`config.mk`:
```
export PLATFORM = sky130hd
export DESIGN_NAME = pfdrc_ctrl
export DESIGN_NICKNAME = d
export VERILOG_FILES = /design/src/rtl/pfdrc_pkg.sv /design/src/rtl/pfdrc_ctrl.sv
export SDC_FILE = /design/constraint.sdc
export NUM_CORES = 1
export LEC_CHECK = 0
export CORE_AREA = 2 2 39 41
export CTS_CLUSTER_DIAMETER = 60
export DETAILED_ROUTE_END_ITERATION = 10
export DIE_AREA = 0 0 41 43
export DONT_BUFFER_PORTS = 1
export PLACE_DENSITY_LB_ADDON = 0.05
export SYNTH_ARGS = -nofsm -noshare
export SYNTH_HDL_FRONTEND = slang
export SYNTH_SLANG_ARGS = --single-unit
```
`constraint.sdc`:
```
create_clock -name clk -period 2.73 [get_ports clk]
set_clock_uncertainty 0.15 [all_clocks]
set_input_delay 0.4095 -clock clk [delete_from_list [all_inputs] [get_ports clk]]
set_output_delay 0.4095 -clock clk [all_outputs]
set_load 0.05 [all_outputs]
```
`src/rtl/pfdrc_pkg.sv`:
```
`timescale 1ns / 1ps
// ----------------------------------------------------------------------------
// pfdrc_pkg
// shared types and constants of the packet store with duplicate check and
// destination/time range count
// ----------------------------------------------------------------------------
package pfdrc_pkg;

  localparam int DEPTH_DEFAULT = 256;

  localparam int ID_W    = 20;
  localparam int TS_W    = 30;
  localparam int LIMIT_W = 9;
  localparam int CNT_W   = 9;
  localparam int REQ_W   = 2;

  localparam logic [LIMIT_W-1:0] LIMIT_RESET = 9'd256;

  // request codes
  localparam logic [REQ_W-1:0] REQ_ADD   = 2'd0;
  localparam logic [REQ_W-1:0] REQ_FWD   = 2'd1;
  localparam logic [REQ_W-1:0] REQ_COUNT = 2'd2;

  typedef struct packed {
    logic [REQ_W-1:0] req_type;
    logic [ID_W-1:0]  source;
    logic [ID_W-1:0]  destination;
    logic [TS_W-1:0]  timestamp;
    logic [TS_W-1:0]  start_time;
    logic [TS_W-1:0]  end_time;
  } req_t;

  typedef struct packed {
    logic             accepted;
    logic             packet_valid;
    logic [ID_W-1:0]  out_source;
    logic [ID_W-1:0]  out_destination;
    logic [TS_W-1:0]  out_timestamp;
    logic [CNT_W-1:0] match_count;
  } rsp_t;

  // controller to datapath
  typedef struct packed {
    logic load;    // capture request, rewind scan pointer to head
    logic issue;   // read next stored entry of the scan
    logic fwd_rd;  // read the head entry
    logic commit;  // append the add unless a duplicate was found
    logic emit;    // load the result register, pop on forward
  } cmd_t;

  // datapath to controller
  typedef struct packed {
    logic scan_done;
    logic rd_pend;
    logic out_free;
  } status_t;

endpackage

```
`src/rtl/pfdrc_ctrl.sv`:
```
`timescale 1ns / 1ps
// ----------------------------------------------------------------------------
// pfdrc_ctrl
// request sequencer: accept, scan, commit and hand over the result
// ----------------------------------------------------------------------------
module pfdrc_ctrl (
  input  logic                      clk,
  input  logic                      rst,
  input  logic                      req_valid,
  input  logic [pfdrc_pkg::REQ_W-1:0] req_type,
  output logic                      req_stall,
  input  pfdrc_pkg::status_t        status,
  output pfdrc_pkg::cmd_t           cmd
);
  import pfdrc_pkg::*;

  typedef enum logic [2:0] {
    ST_IDLE,
    ST_SCAN_ADD,
    ST_SCAN_CNT,
    ST_COMMIT,
    ST_FWD,
    ST_RESULT
  } state_t;

  state_t state;
  state_t state_next;
  logic   accept;

  assign accept = req_valid && !req_stall;

  always_comb begin
    cmd        = '0;
    state_next = state;
    case (state)
      ST_IDLE: begin
        if (accept) begin
          cmd.load = 1'b1;
          case (req_type)
            REQ_ADD:   state_next = ST_SCAN_ADD;
            REQ_COUNT: state_next = ST_SCAN_CNT;
            REQ_FWD:   state_next = ST_FWD;
            default:   state_next = ST_RESULT;
          endcase
        end
      end
      ST_SCAN_ADD, ST_SCAN_CNT: begin
        cmd.issue = !status.scan_done;
        if (status.scan_done && !status.rd_pend) begin
          state_next = (state == ST_SCAN_ADD) ? ST_COMMIT : ST_RESULT;
        end
      end
      ST_COMMIT: begin
        cmd.commit = 1'b1;
        state_next = ST_RESULT;
      end
      ST_FWD: begin
        cmd.fwd_rd = 1'b1;
        state_next = ST_RESULT;
      end
      ST_RESULT: begin
        if (status.out_free) begin
          cmd.emit   = 1'b1;
          state_next = ST_IDLE;
        end
      end
      default: state_next = ST_IDLE;
    endcase
  end

  always_ff @(posedge clk) begin
    if (rst) begin
      state     <= ST_IDLE;
      req_stall <= 1'b0;
    end else begin
      state     <= state_next;
      req_stall <= (state_next != ST_IDLE);
    end
  end

  // only one datapath operation per cycle
  a_one_cmd: assert property (@(posedge clk) disable iff (rst)
    $onehot0({cmd.load, cmd.issue, cmd.fwd_rd, cmd.commit, cmd.emit}))
    else $error("more than one datapath command at once");

  // an accepted item closes the input until its result is handed over
  a_stall_after_accept: assert property (@(posedge clk) disable iff (rst)
    accept |=> req_stall)
    else $error("input open while an item is in progress");

  a_emit_reopens: assert property (@(posedge clk) disable iff (rst)
    cmd.emit |=> !req_stall)
    else $error("input still stalled after result handed over");

endmodule

```
Word level (Yosys, flattened, before mapping)

Cells that the tools add are included.

Bits in registers: 4
Bits in latches: 0
RAM bits: 0
Bits in read-only memories: 0
Input bits: 8
Output and inout port bits: 6
Word-level logic and storage cells: 32
Memories kept: 0

Add/subtract/negate cells: 0
Multipliers: 0
Divide/modulo/power cells: 0
$lt $le $gt $ge: 0
Eq/ne operators: 7
Shifts and indexed selects: 0
Mux-type cells: 13
Bitwise gates (word level): 0
Reduce and logical (&&, ||, !) cells: 10

Operators by type and width:

| operator             | count |
|---|---|
| $mux W3              | 4 |
| $pmux W3 S4          | 1 |
| $pmux W3 S3          | 1 |
| $mux W1              | 7 |
| $eq A3 B2 Y1 const B | 2 |
| $eq A3 B3 Y1 const B | 2 |
| $reduce_or A2 Y1     | 2 |
| $eq A3 B1 Y1 const B | 1 |
| $logic_not A1 Y1     | 3 |
| $logic_not A3 Y1     | 1 |
| $reduce_bool A3 Y1   | 1 |
| $eq A2 B1 Y1 const B | 1 |
| $eq A2 B2 Y1 const B | 1 |
| $logic_and A1 B1 Y1  | 2 |
| $logic_not A2 Y1     | 1 |

Longest topological paths before layout

Gate-level depths: netlist of the first run.

Word-level depth: 5
Mapped depth: 6
Gate-level depth less buffers: 6

Worst setup path before layout of the first run

OpenSTA, ideal clock, no wires.

Kind: register to output
Start: reg state[2]
End: out cmd[2] (netlist name)
Arrival time: 1632 ps
Required time: 2171 ps
Setup slack: 538 ps
Cell stages (with the launch flop): 3
Path buffers: 1
Cell sequence: dfxtp_1 -> buf_2 -> nor3b_1

RTL lines:

| element                | line             | RTL |
|---|---|---|
| from (decl)            | pfdrc_ctrl.sv:26 | `state_t state;` |
| from (signal assigned) | pfdrc_ctrl.sv:76 | `state <= state_next;` |
| to (decl)              | pfdrc_ctrl.sv:13 | `output pfdrc_pkg::cmd_t cmd` |

==> metrics.md, run 1 <==
| Metric | Value |
|---|---|
| Final Util | 0.2821 |
| Top cells by area, synth | dfxtp_1 (24%), ha_1 (11%), nand2b_1 (5.6%), nor2_1 (5.6%), a21oi_1 (4.5%) |
| Final Setup Violations | 0 |
| Highest clock rate | 0.4315 GHz |
| Layout cells sized above 1 | 0.2727 |
| Routed vias/inst | 4.750 |
| RSZ-0062 raised after global routing | no |
| Total gr overflow | 0 |
| Final slew viol count | 0 |
| Hold path startpoint | rst |
| Largest net degree at the start of global routing | 10 |
| Iter 0 DRT Violations | 4 |
| Clock buffer depth | 2 |
| Hold Fails Final Rpt | 0 |
| Detailed-route wire length per cell | 11.73 um |
| GP Congestion | 0.8291 |
| Setup bufs post-CTS | 0 |
| Critical path's slowest cell | or4b_4 |
| Fillers | 146 |
| Crit start category | register |
| IO Port Bufs | 0 |
| Layout net count | 57 |
| Area fraction of the dominant cell type after synthesis | 0.2379 |
| Clk root buf | clkbuf_4 |
| # diodes | 0 |
| Setup TNS | 0 ns |
| Critical Path RT | 2.17 ns |
| Multi-input gate area | 226.5 sq um |
| Vias in the first global route | 293 |
| # IOs | 14 |
| Number of standard cells in the final layout excluding fillers | 60 |
| Crit-path cells | or4b_4 -> nor2_2 |
| Critical Path End | cmd[4] |
| Leakage | 0.1738 nW |
| Outcome | complete, no violations |
| Total Wirelength | 704 um |
| First-pass GRT wire length | 1104 um |
| Register area share after synthesis | 0.2379 |
| Die ar. | 1763 sq um |
| Cells after Synth | 40 |
| Peak VDD IR | between 400 and 500 uV |
| # rows | 14 |
| Synthesized cell area | approximately 340 sq um |
| Worst r2r dst | state[0] |
| Hold Crit Class | in -> reg |
| PwrDens | roughly 900 nW/um^2 |
| H-tree levels | 1 |
| Largest area contributor in the netlist | dfxtp_1 |
| CTS tree | built |
| Drt pass-1 iters | 4 |
| CP arrival | about 1.8 ns |
| Post-CTS Hold Fix Bufs | 0 |
| Reg clk slew, reported paths | 0.04 ns |
| RR Startpoint | req_stall |
| Reg area | 80.08 sq um |
| DP HPWL | 579.5 um |
| Clock Sinks | 4 |
| P&R area growth vs syn | 15.98% |
| Syn Area/Cell | 8.414 sq um |
| Critical path fanouts, max | 3 |
| Setup CP Type | reg -> out |
| Worst R2R Path Depth | 4 |
| Reg2reg setup slack | 0.61 ns |
| Initial Utilization | 0.2432 |
| DR vias | 285 |
| Place WS | 0.6175 ns |
| Largest stage delay, worst path | 0.57 ns |
| Setup crit start | req_stall |
| Final setup margin | slightly above 0.4 ns |
| Initial antenna violation count | 0 |
| CTS Buf Count | 3 |
| WHS | 0.1164 ns |
| Max_cap viols | 0 |
| Drt drc | 0 |
| Count of state elements after synthesis | 4 |
| Hold depth | 1 |
| Die H | 43 um |
| Endpoint class of the critical path | primary output |
| Actual slew at the worst max-slew pin | 0.5842 ns |
| Core area | 1384 sq um |
| Resized cells post-CTS | 0 |
| # placed instances | 57 |
| Die X | 41 um |
| Most common cell after layout, fill and taps aside | nor2_1 |
| Period utilization | 0.8488 |
| Commonest cells after routing, fill and taps aside | nor2_1 (5), buf_4 (4), dfxtp_1 (4) |
| Yosys warns | 0 |
| Count of cell types in the netlist | 24 |
| Synthesized Nets | between 50 and 60 |
| Fin crit period | roughly 2.3 ns |
| Total global-route track usage | 0.09749 |
| Clock insertion delay at the later pin of the skew report | 0.23 ns |
| Final ANT Viol Nets | 0 |
| Worst slew margin | 0.6101 |
-- registers in the layout, indices dropped and copies added, names as in the netlist --
| name | count |
|---|---|
| req_stall | 1 |
| state | 3 |
-- synth_stat cells --
cell type,instances
inv_1,3
nand2_1,1
a21oi_1,3
buf_6,1
dfxtp_1,4
nor4bb_1,1
nor3_2,1
or4b_4,1
nor2_2,1
buf_4,1
nor4b_1,1
and2_1,1
nand2b_1,3
and2b_1,1
a211o_1,1
a2111o_1,1
o31a_2,1
buf_2,1
nor3b_1,1
ha_1,3
nor2_1,5
a221oi_1,1
xnor2_1,1
nor3_1,2
-- worst min-delay path by stage --
stage               endpoint  slack [ns]
floorplan           state[1]        0.35
global placement    state[1]        0.37
detailed placement  state[1]        0.36
CTS                 state[1]        0.11
global route        state[1]        0.10
finish              state[1]        0.12
-- power breakdown --
part	switching, mW	internal, mW	total [mW]
combinational	0.0885	0.0613	0.150
clock	0.0232	0.0491	0.0723
sequential	0.0543	0.0760	0.130
-- metrics by stage --
step	instance area (sq um)	power (mW)
floorplan	336.6	0.2638
global placement	367.9	0.2822
detailed placement	367.9	0.2809
CTS	390.4	0.3547
global route	390.4	0.3780
finish	390.4	0.3523
-- layer usage --
layer  vias to the layer above  global-route usage  routed length (um)
met5                         -                   0                   0
met4                         0             0.05333                   0
met3                         0             0.09948                  87
met2                         9              0.1219                 334
met1                       129              0.1000                 283
li1                        147                   -                   -
-- cell type report --
cell class	instances	area share
Multi-Input combinational cell	30	0.5801
Timing Repair Buffer	4	0.07692
Sequential cell	4	0.2051
Inverter	3	0.02885
Tap cell	16	0.05128
Clock buffer	3	0.05769
-- cell families after synthesis --
logic type | count (synthesis) | share of synthesized area
buffers and inverters | 6 | 0.1041
adder cells (fa/ha/maj) | 3 | 0.1115
AO/OA/AOI/OAI | 7 | 0.1598
AND/OR/NAND/NOR | 19 | 0.3606
flip-flops | 4 | 0.2379
XOR/XNOR | 1 | 0.02603
-- critical path: cells and delay by family, from the launching register on --
kind | cells | cell delay (ns)
AND/OR/NAND/NOR | 2 | 1.04
flip-flops | 1 | 0.48
Note: power is estimated with default switching activity, not from simulation.
==> run 2: changes to the inputs <==
clock period = 2 ns   (was 2.73 ns; I/O delays follow)
==> run 2 against run 1 <==
Highest routed layer unchanged; critical path type unchanged; worst setup slack got worse by 0.36 ns; core utilization up 2.7 points; combinational power up 95%; total power rose by 51%; final cell count is 3.3% higher; via count grew 6.0%.
==> metrics.md, run 2 (synthesis gave the netlist of run 1 again) <==
| Metric | Value |
|---|---|
| WHS | around 0.016 ns |
| CTS tree | built |
| Peak VDD IR | 487.5 uV |
| Initial antenna violation count | 0 |
| # diodes | 0 |
| Met2 usage | 0.1344 |
| Resized cells post-CTS | 0 |
| Routed vias/inst | 4.871 |
| Setup CP Type | reg -> out |
| Drt pass-1 iters | 1 |
| Critical Path RT | 1.55 ns |
| # IOs | 14 |
| Final ANT Viol Nets | 0 |
| Crit-path cells | or4b_4 -> nor2_4 -> buf_12 |
| Setup bufs post-CTS | 0 |
| Met3 Use GR | 0.04188 |
| Clock insertion delay at the later pin of the skew report | 0.23 ns |
| Max_cap viols | 0 |
| Actual slew at the worst max-slew pin | 0.3849 ns |
| Grt met1 use | 0.1090 |
| Period utilization | 0.9716 |
| Register bank with the most flops | state |
| Layout cells sized above 1 | 0.3261 |
| PwrDens | 1246 nW/um^2 |
| Final Setup Violations | 0 |
| Iter 0 DRT Violations | 0 |
| Fin crit period | approximately 2 ns |
| Reg clk slew, reported paths | 0.03 ns |
| Hold Crit Class | in -> reg |
| Clock Sinks | 4 |
| H-tree levels | 1 |
| Largest stage delay, worst path | 0.60 ns |
| GP Congestion | 0.6891 |
| # rows | 14 |
| IO Port Bufs | 0 |
| Leakage | 0.1905 nW |
| Initial Utilization | 0.2432 |
| Worst slew margin | 0.7430 |
| Largest register FFs | 3 |
| Post-CTS Hold Fix Bufs | 0 |
| Clk root buf | clkbuf_4 |
| Drt drc | 0 |
| Biggest regs | state x3, req_stall x1 |
| Top Usage Layer GRT | met2 |
| Largest net degree at the start of global routing | 10 |
| Die H | 43 um |
| DR vias | 302 |
| Endpoint class of the critical path | primary output |
| Total global-route track usage | 0.09428 |
| Outcome | complete, no violations |
| Clock buffer depth | 2 |
| Critical path fanouts, max | 9 |
| Die X | slightly above 40 um |
| Commonest cells after routing, fill and taps aside | nor2_1 (5), buf_4 (5), dfxtp_1 (4) |
| Detailed-route wire length per cell | 11.69 um |
| Critical path's slowest cell | or4b_4 |
| Vias in the first global route | 279 |
| Total Wirelength | 725 um |
| Total gr overflow | 0 |
| Crit start category | register |
| Die ar. | 1763 sq um |
| Highest clock rate | 0.5146 GHz |
| Number of standard cells in the final layout excluding fillers | 62 |
| Layout net count | 59 |
| Final slew viol count | 0 |
| # placed instances | 59 |
| Core area | 1384 sq um |
| Hold Fails Final Rpt | 0 |
| RSZ-0062 raised after global routing | no |
| CTS Buf Count | 3 |
| First-pass GRT wire length | 1097 um |
| P&R area growth vs syn | 27.14% |
| Setup TNS | 0 ns |
| CP arrival | 1.49 ns |
## run 2: final timing paths
kind / start / endpoint / slack [ns] / depth (start not counted)
max: state[0] / cmd[4] / 0.06 / 3
min reg2reg: state[2] / state[1] / 0.58 / 1
min: rst / state[1] / 0.02 / 1
max reg2reg: state[1] / req_stall / 0.24 / 4
## run 2: metrics by stage
stage                 util  power, mW  area [sq um]  setup slack (ns)
detailed placement  0.2929     0.4431         405.4            0.2511
CTS                 0.3092     0.5426         427.9           0.04358
finish              0.3092     0.5333         427.9           0.05679
global route        0.3092     0.5662         427.9          0.009163
floorplan                -     0.3726         351.6           0.08116
global placement    0.2929     0.4411         405.4            0.2718
## run 2: layout make-up
class,count,area (sq um)
tap,16,20.02
clock buffer,3,22.52
fill,161,955.9
sequential,4,80.08
timing repair buffer,6,57.56
multi-input combinational,30,236.5
inverter,3,11.26
## run 2: routing by layer
metal  part of all wire  wire, um  vias up
met1               0.40       293      139
met2               0.50       364        9
met3              0.092        67        0
met4                  0         0        0
met5                  0         0        -
li1                   -         -      154
## run 2: worst max-delay path: cells and delay by family (launching register included)
family / cells / cell delay [ns]
simple gates: 2 / 0.73
flops: 1 / 0.39
buf+inv: 1 / 0.15
## run 2: where the power goes
part           switching (mW)  internal [mW]
Combinational           0.168          0.125
Sequential             0.0421          0.104
Clock                  0.0276         0.0667
==> run 3: changes to the inputs <==
GPL_ROUTABILITY_DRIVEN = 0   (was default)
HOLD_SLACK_MARGIN = 0.1   (was default)
==> run 3 against run 2 <==
Via count grew 0.66%; largest power group unchanged; count of clock-buffer cells in the layout is the same; register-to-register slack is essentially flat; critical path depth is the same; critical endpoint unchanged.
==> metrics.md, run 3 (synthesis gave the netlist of run 1 again) <==
| Metric | Value |
|---|---|
| Layout cells sized above 1 | 0.3191 |
| Actual slew at the worst max-slew pin | 0.3849 ns |
| Top Metal Used | met3 |
| Core area | 1384 sq um |
| Final ANT Viol Nets | 0 |
| Total gr overflow | 0 |
| Die ar. | 1763 sq um |
| # rows | 14 |
| Resized cells post-CTS | 0 |
| Outcome | complete, no violations |
| Setup TNS | 0 ns |
| Crit-path cells | or4b_4 -> nor2_4 -> buf_12 |
| Initial antenna violation count | 0 |
| Vias in the first global route | 276 |
| Critical path's slowest cell | or4b_4 |
| Setup crit start | state[0] |
| Sw Share | 0.4443 |
| IO Port Bufs | 0 |
| PwrDens | between 1000 and 1500 nW/um^2 |
| DR WL met3 | 63 um |
| Total Wirelength | between 700 and 800 um |
| Hold Crit Class | in -> reg |
| Crit start category | register |
| Hold Path Sink | state[2] |
| Largest net degree at the start of global routing | 10 |
| Clock insertion delay at the later pin of the skew report | approximately 0.23 ns |
| Layout net count | 60 |
| P_sw | 0.2376 mW |
| Detailed-route wire length per cell | 11.51 um |
| Final slew viol count | 0 |
| Endpoint class of the critical path | primary output |
| Setup bufs post-CTS | 0 |
| Worst r2r dst | req_stall |
| Biggest regs | state x3, req_stall x1 |
| Place WS | 0.2511 ns |
| Critical Path RT | around 1.6 ns |
| Hold depth | 2 |
| RSZ-0062 raised after global routing | no |
| H-tree levels | 1 |
| Drt drc | 0 |
| Hold path startpoint | rst |
| Reg2reg setup slack | about 0.24 ns |
| Crit path max-delay family | simple AND/OR/NAND/NOR gates |
| Clock buffer depth | 2 |
| Period utilization | 0.9716 |
| DR vias | just over 300 |
| Final setup margin | 0.05677 ns |
| Register bank with the most flops | state |
| # placed instances | 59 |
| Die H | about 43 um |
| Clock Sinks | 4 |
| Hold Fails Final Rpt | 0 |
| Fin crit period | 1.943 ns |
| Routed vias/inst | 4.825 |
| P&R area growth vs syn | 30.11% |
| CTS Buf Count | 3 |
| RR Startpoint | state[1] |
| Number of standard cells in the final layout excluding fillers | 63 |
| Reg clk slew, reported paths | 0.03 ns |
| Critical path buffer and inverter count | 1 |
| Final Setup Violations | 0 |
| Drt pass-1 iters | 1 |
| Clk root buf | clkbuf_4 |
| CTS tree | built |
| Fillers | 160 |
| Wire length on met2 | 364 um |
| Internal power | around 0.3 mW |
| Critical path fanouts, max | 9 |
| Leakage | 0.1946 nW |
| Total design power | 0.5348 mW |
| Worst slew margin | 0.7430 |
| Die X | 41 um |
| Worst R2R Path Depth | 4 |
| Clock Power Share | 0.176 |
| Commonest cells after routing, fill and taps aside | nor2_1 (5), buf_4 (5), dfxtp_1 (4) |
| Iter 0 DRT Violations | 0 |
| Total global-route track usage | 0.09428 |
| First-pass GRT wire length | 1097 um |
| Highest clock rate | ~0.51 GHz |
| Setup CP Type | reg -> out |
| Max_cap viols | 0 |
| Initial Utilization | 0.2432 |
| Comb power frac | 0.551 |
| # IOs | 14 |
| WHS | 0.1266 ns |
| # diodes | 0 |
| Peak VDD IR | 487.5 uV |
| Largest register FFs | 3 |
| Largest stage delay, worst path | 0.60 ns |
| Seq pwr share | 0.273 |
| DRT met1 WL | between 200 and 300 um |
| CP arrival | 1.49 ns |
[run 3: cell types whose count changed in the layout (fill, tap and decap cells not counted)]
cell	change
dlygate4sd3_1	+1
[run 3: worst register-to-register path: cells and delay by family (launching register included)]
family | cells | cell delay [ns]
compound gates | 2 | 0.73
flops | 1 | 0.50
simple gates | 2 | 0.26
[run 3: worst max path at each step]
stage                      to  slack (ns)  cells after the start
global route           cmd[4]       0.009                      3
finish                 cmd[4]        0.06                      3
CTS                    cmd[4]        0.04                      3
floorplan           req_stall        0.08                      4
detailed placement  req_stall        0.25                      4
global placement    req_stall        0.27                      4
[run 3: per-stage QoR]
step,util,instance area (sq um)
after CTS,0.3165,437.9
final,0.3165,437.9
after floorplan,-,351.6
after global routing,0.3165,437.9
after global placement,0.2929,405.4
after detailed placement,0.2929,405.4
[run 3: layout make-up]
| cell class | count | area (sq um) | area share |
|---|---|---|---|
| tap | 16 | 20.02 | 0.04571 |
| sequential | 4 | 80.08 | 0.1829 |
| timing repair buffer | 7 | 67.56 | 0.1543 |
| inverter | 3 | 11.26 | 0.02571 |
| clock buffer | 3 | 22.52 | 0.05143 |
| multi-input combinational | 30 | 236.5 | 0.5400 |
[run 3: routing by layer]
metal  GRT usage  up-vias
met3     0.03665        0
met4     0.06000        0
met5           0        -
met1      0.1122      139
met2      0.1344        9
li1            -      156
[run 3: what timing repair did]
item                                   4_1_cts  5_1_grt
endpoints found under the hold margin        1        0
hold buffers                                 1        0
setup endpoints to repair                    0        0
[run 3: power groups by stage]
stage | logic (mW) | clock network (mW) | registers, mW
detailed placement | 0.295 | 0 | 0.148
CTS | 0.297 | 0.100 | 0.147
global route | 0.310 | 0.106 | 0.152
global placement | 0.295 | 0 | 0.146
floorplan | 0.227 | 0 | 0.145
finish | 0.294 | 0.0944 | 0.146
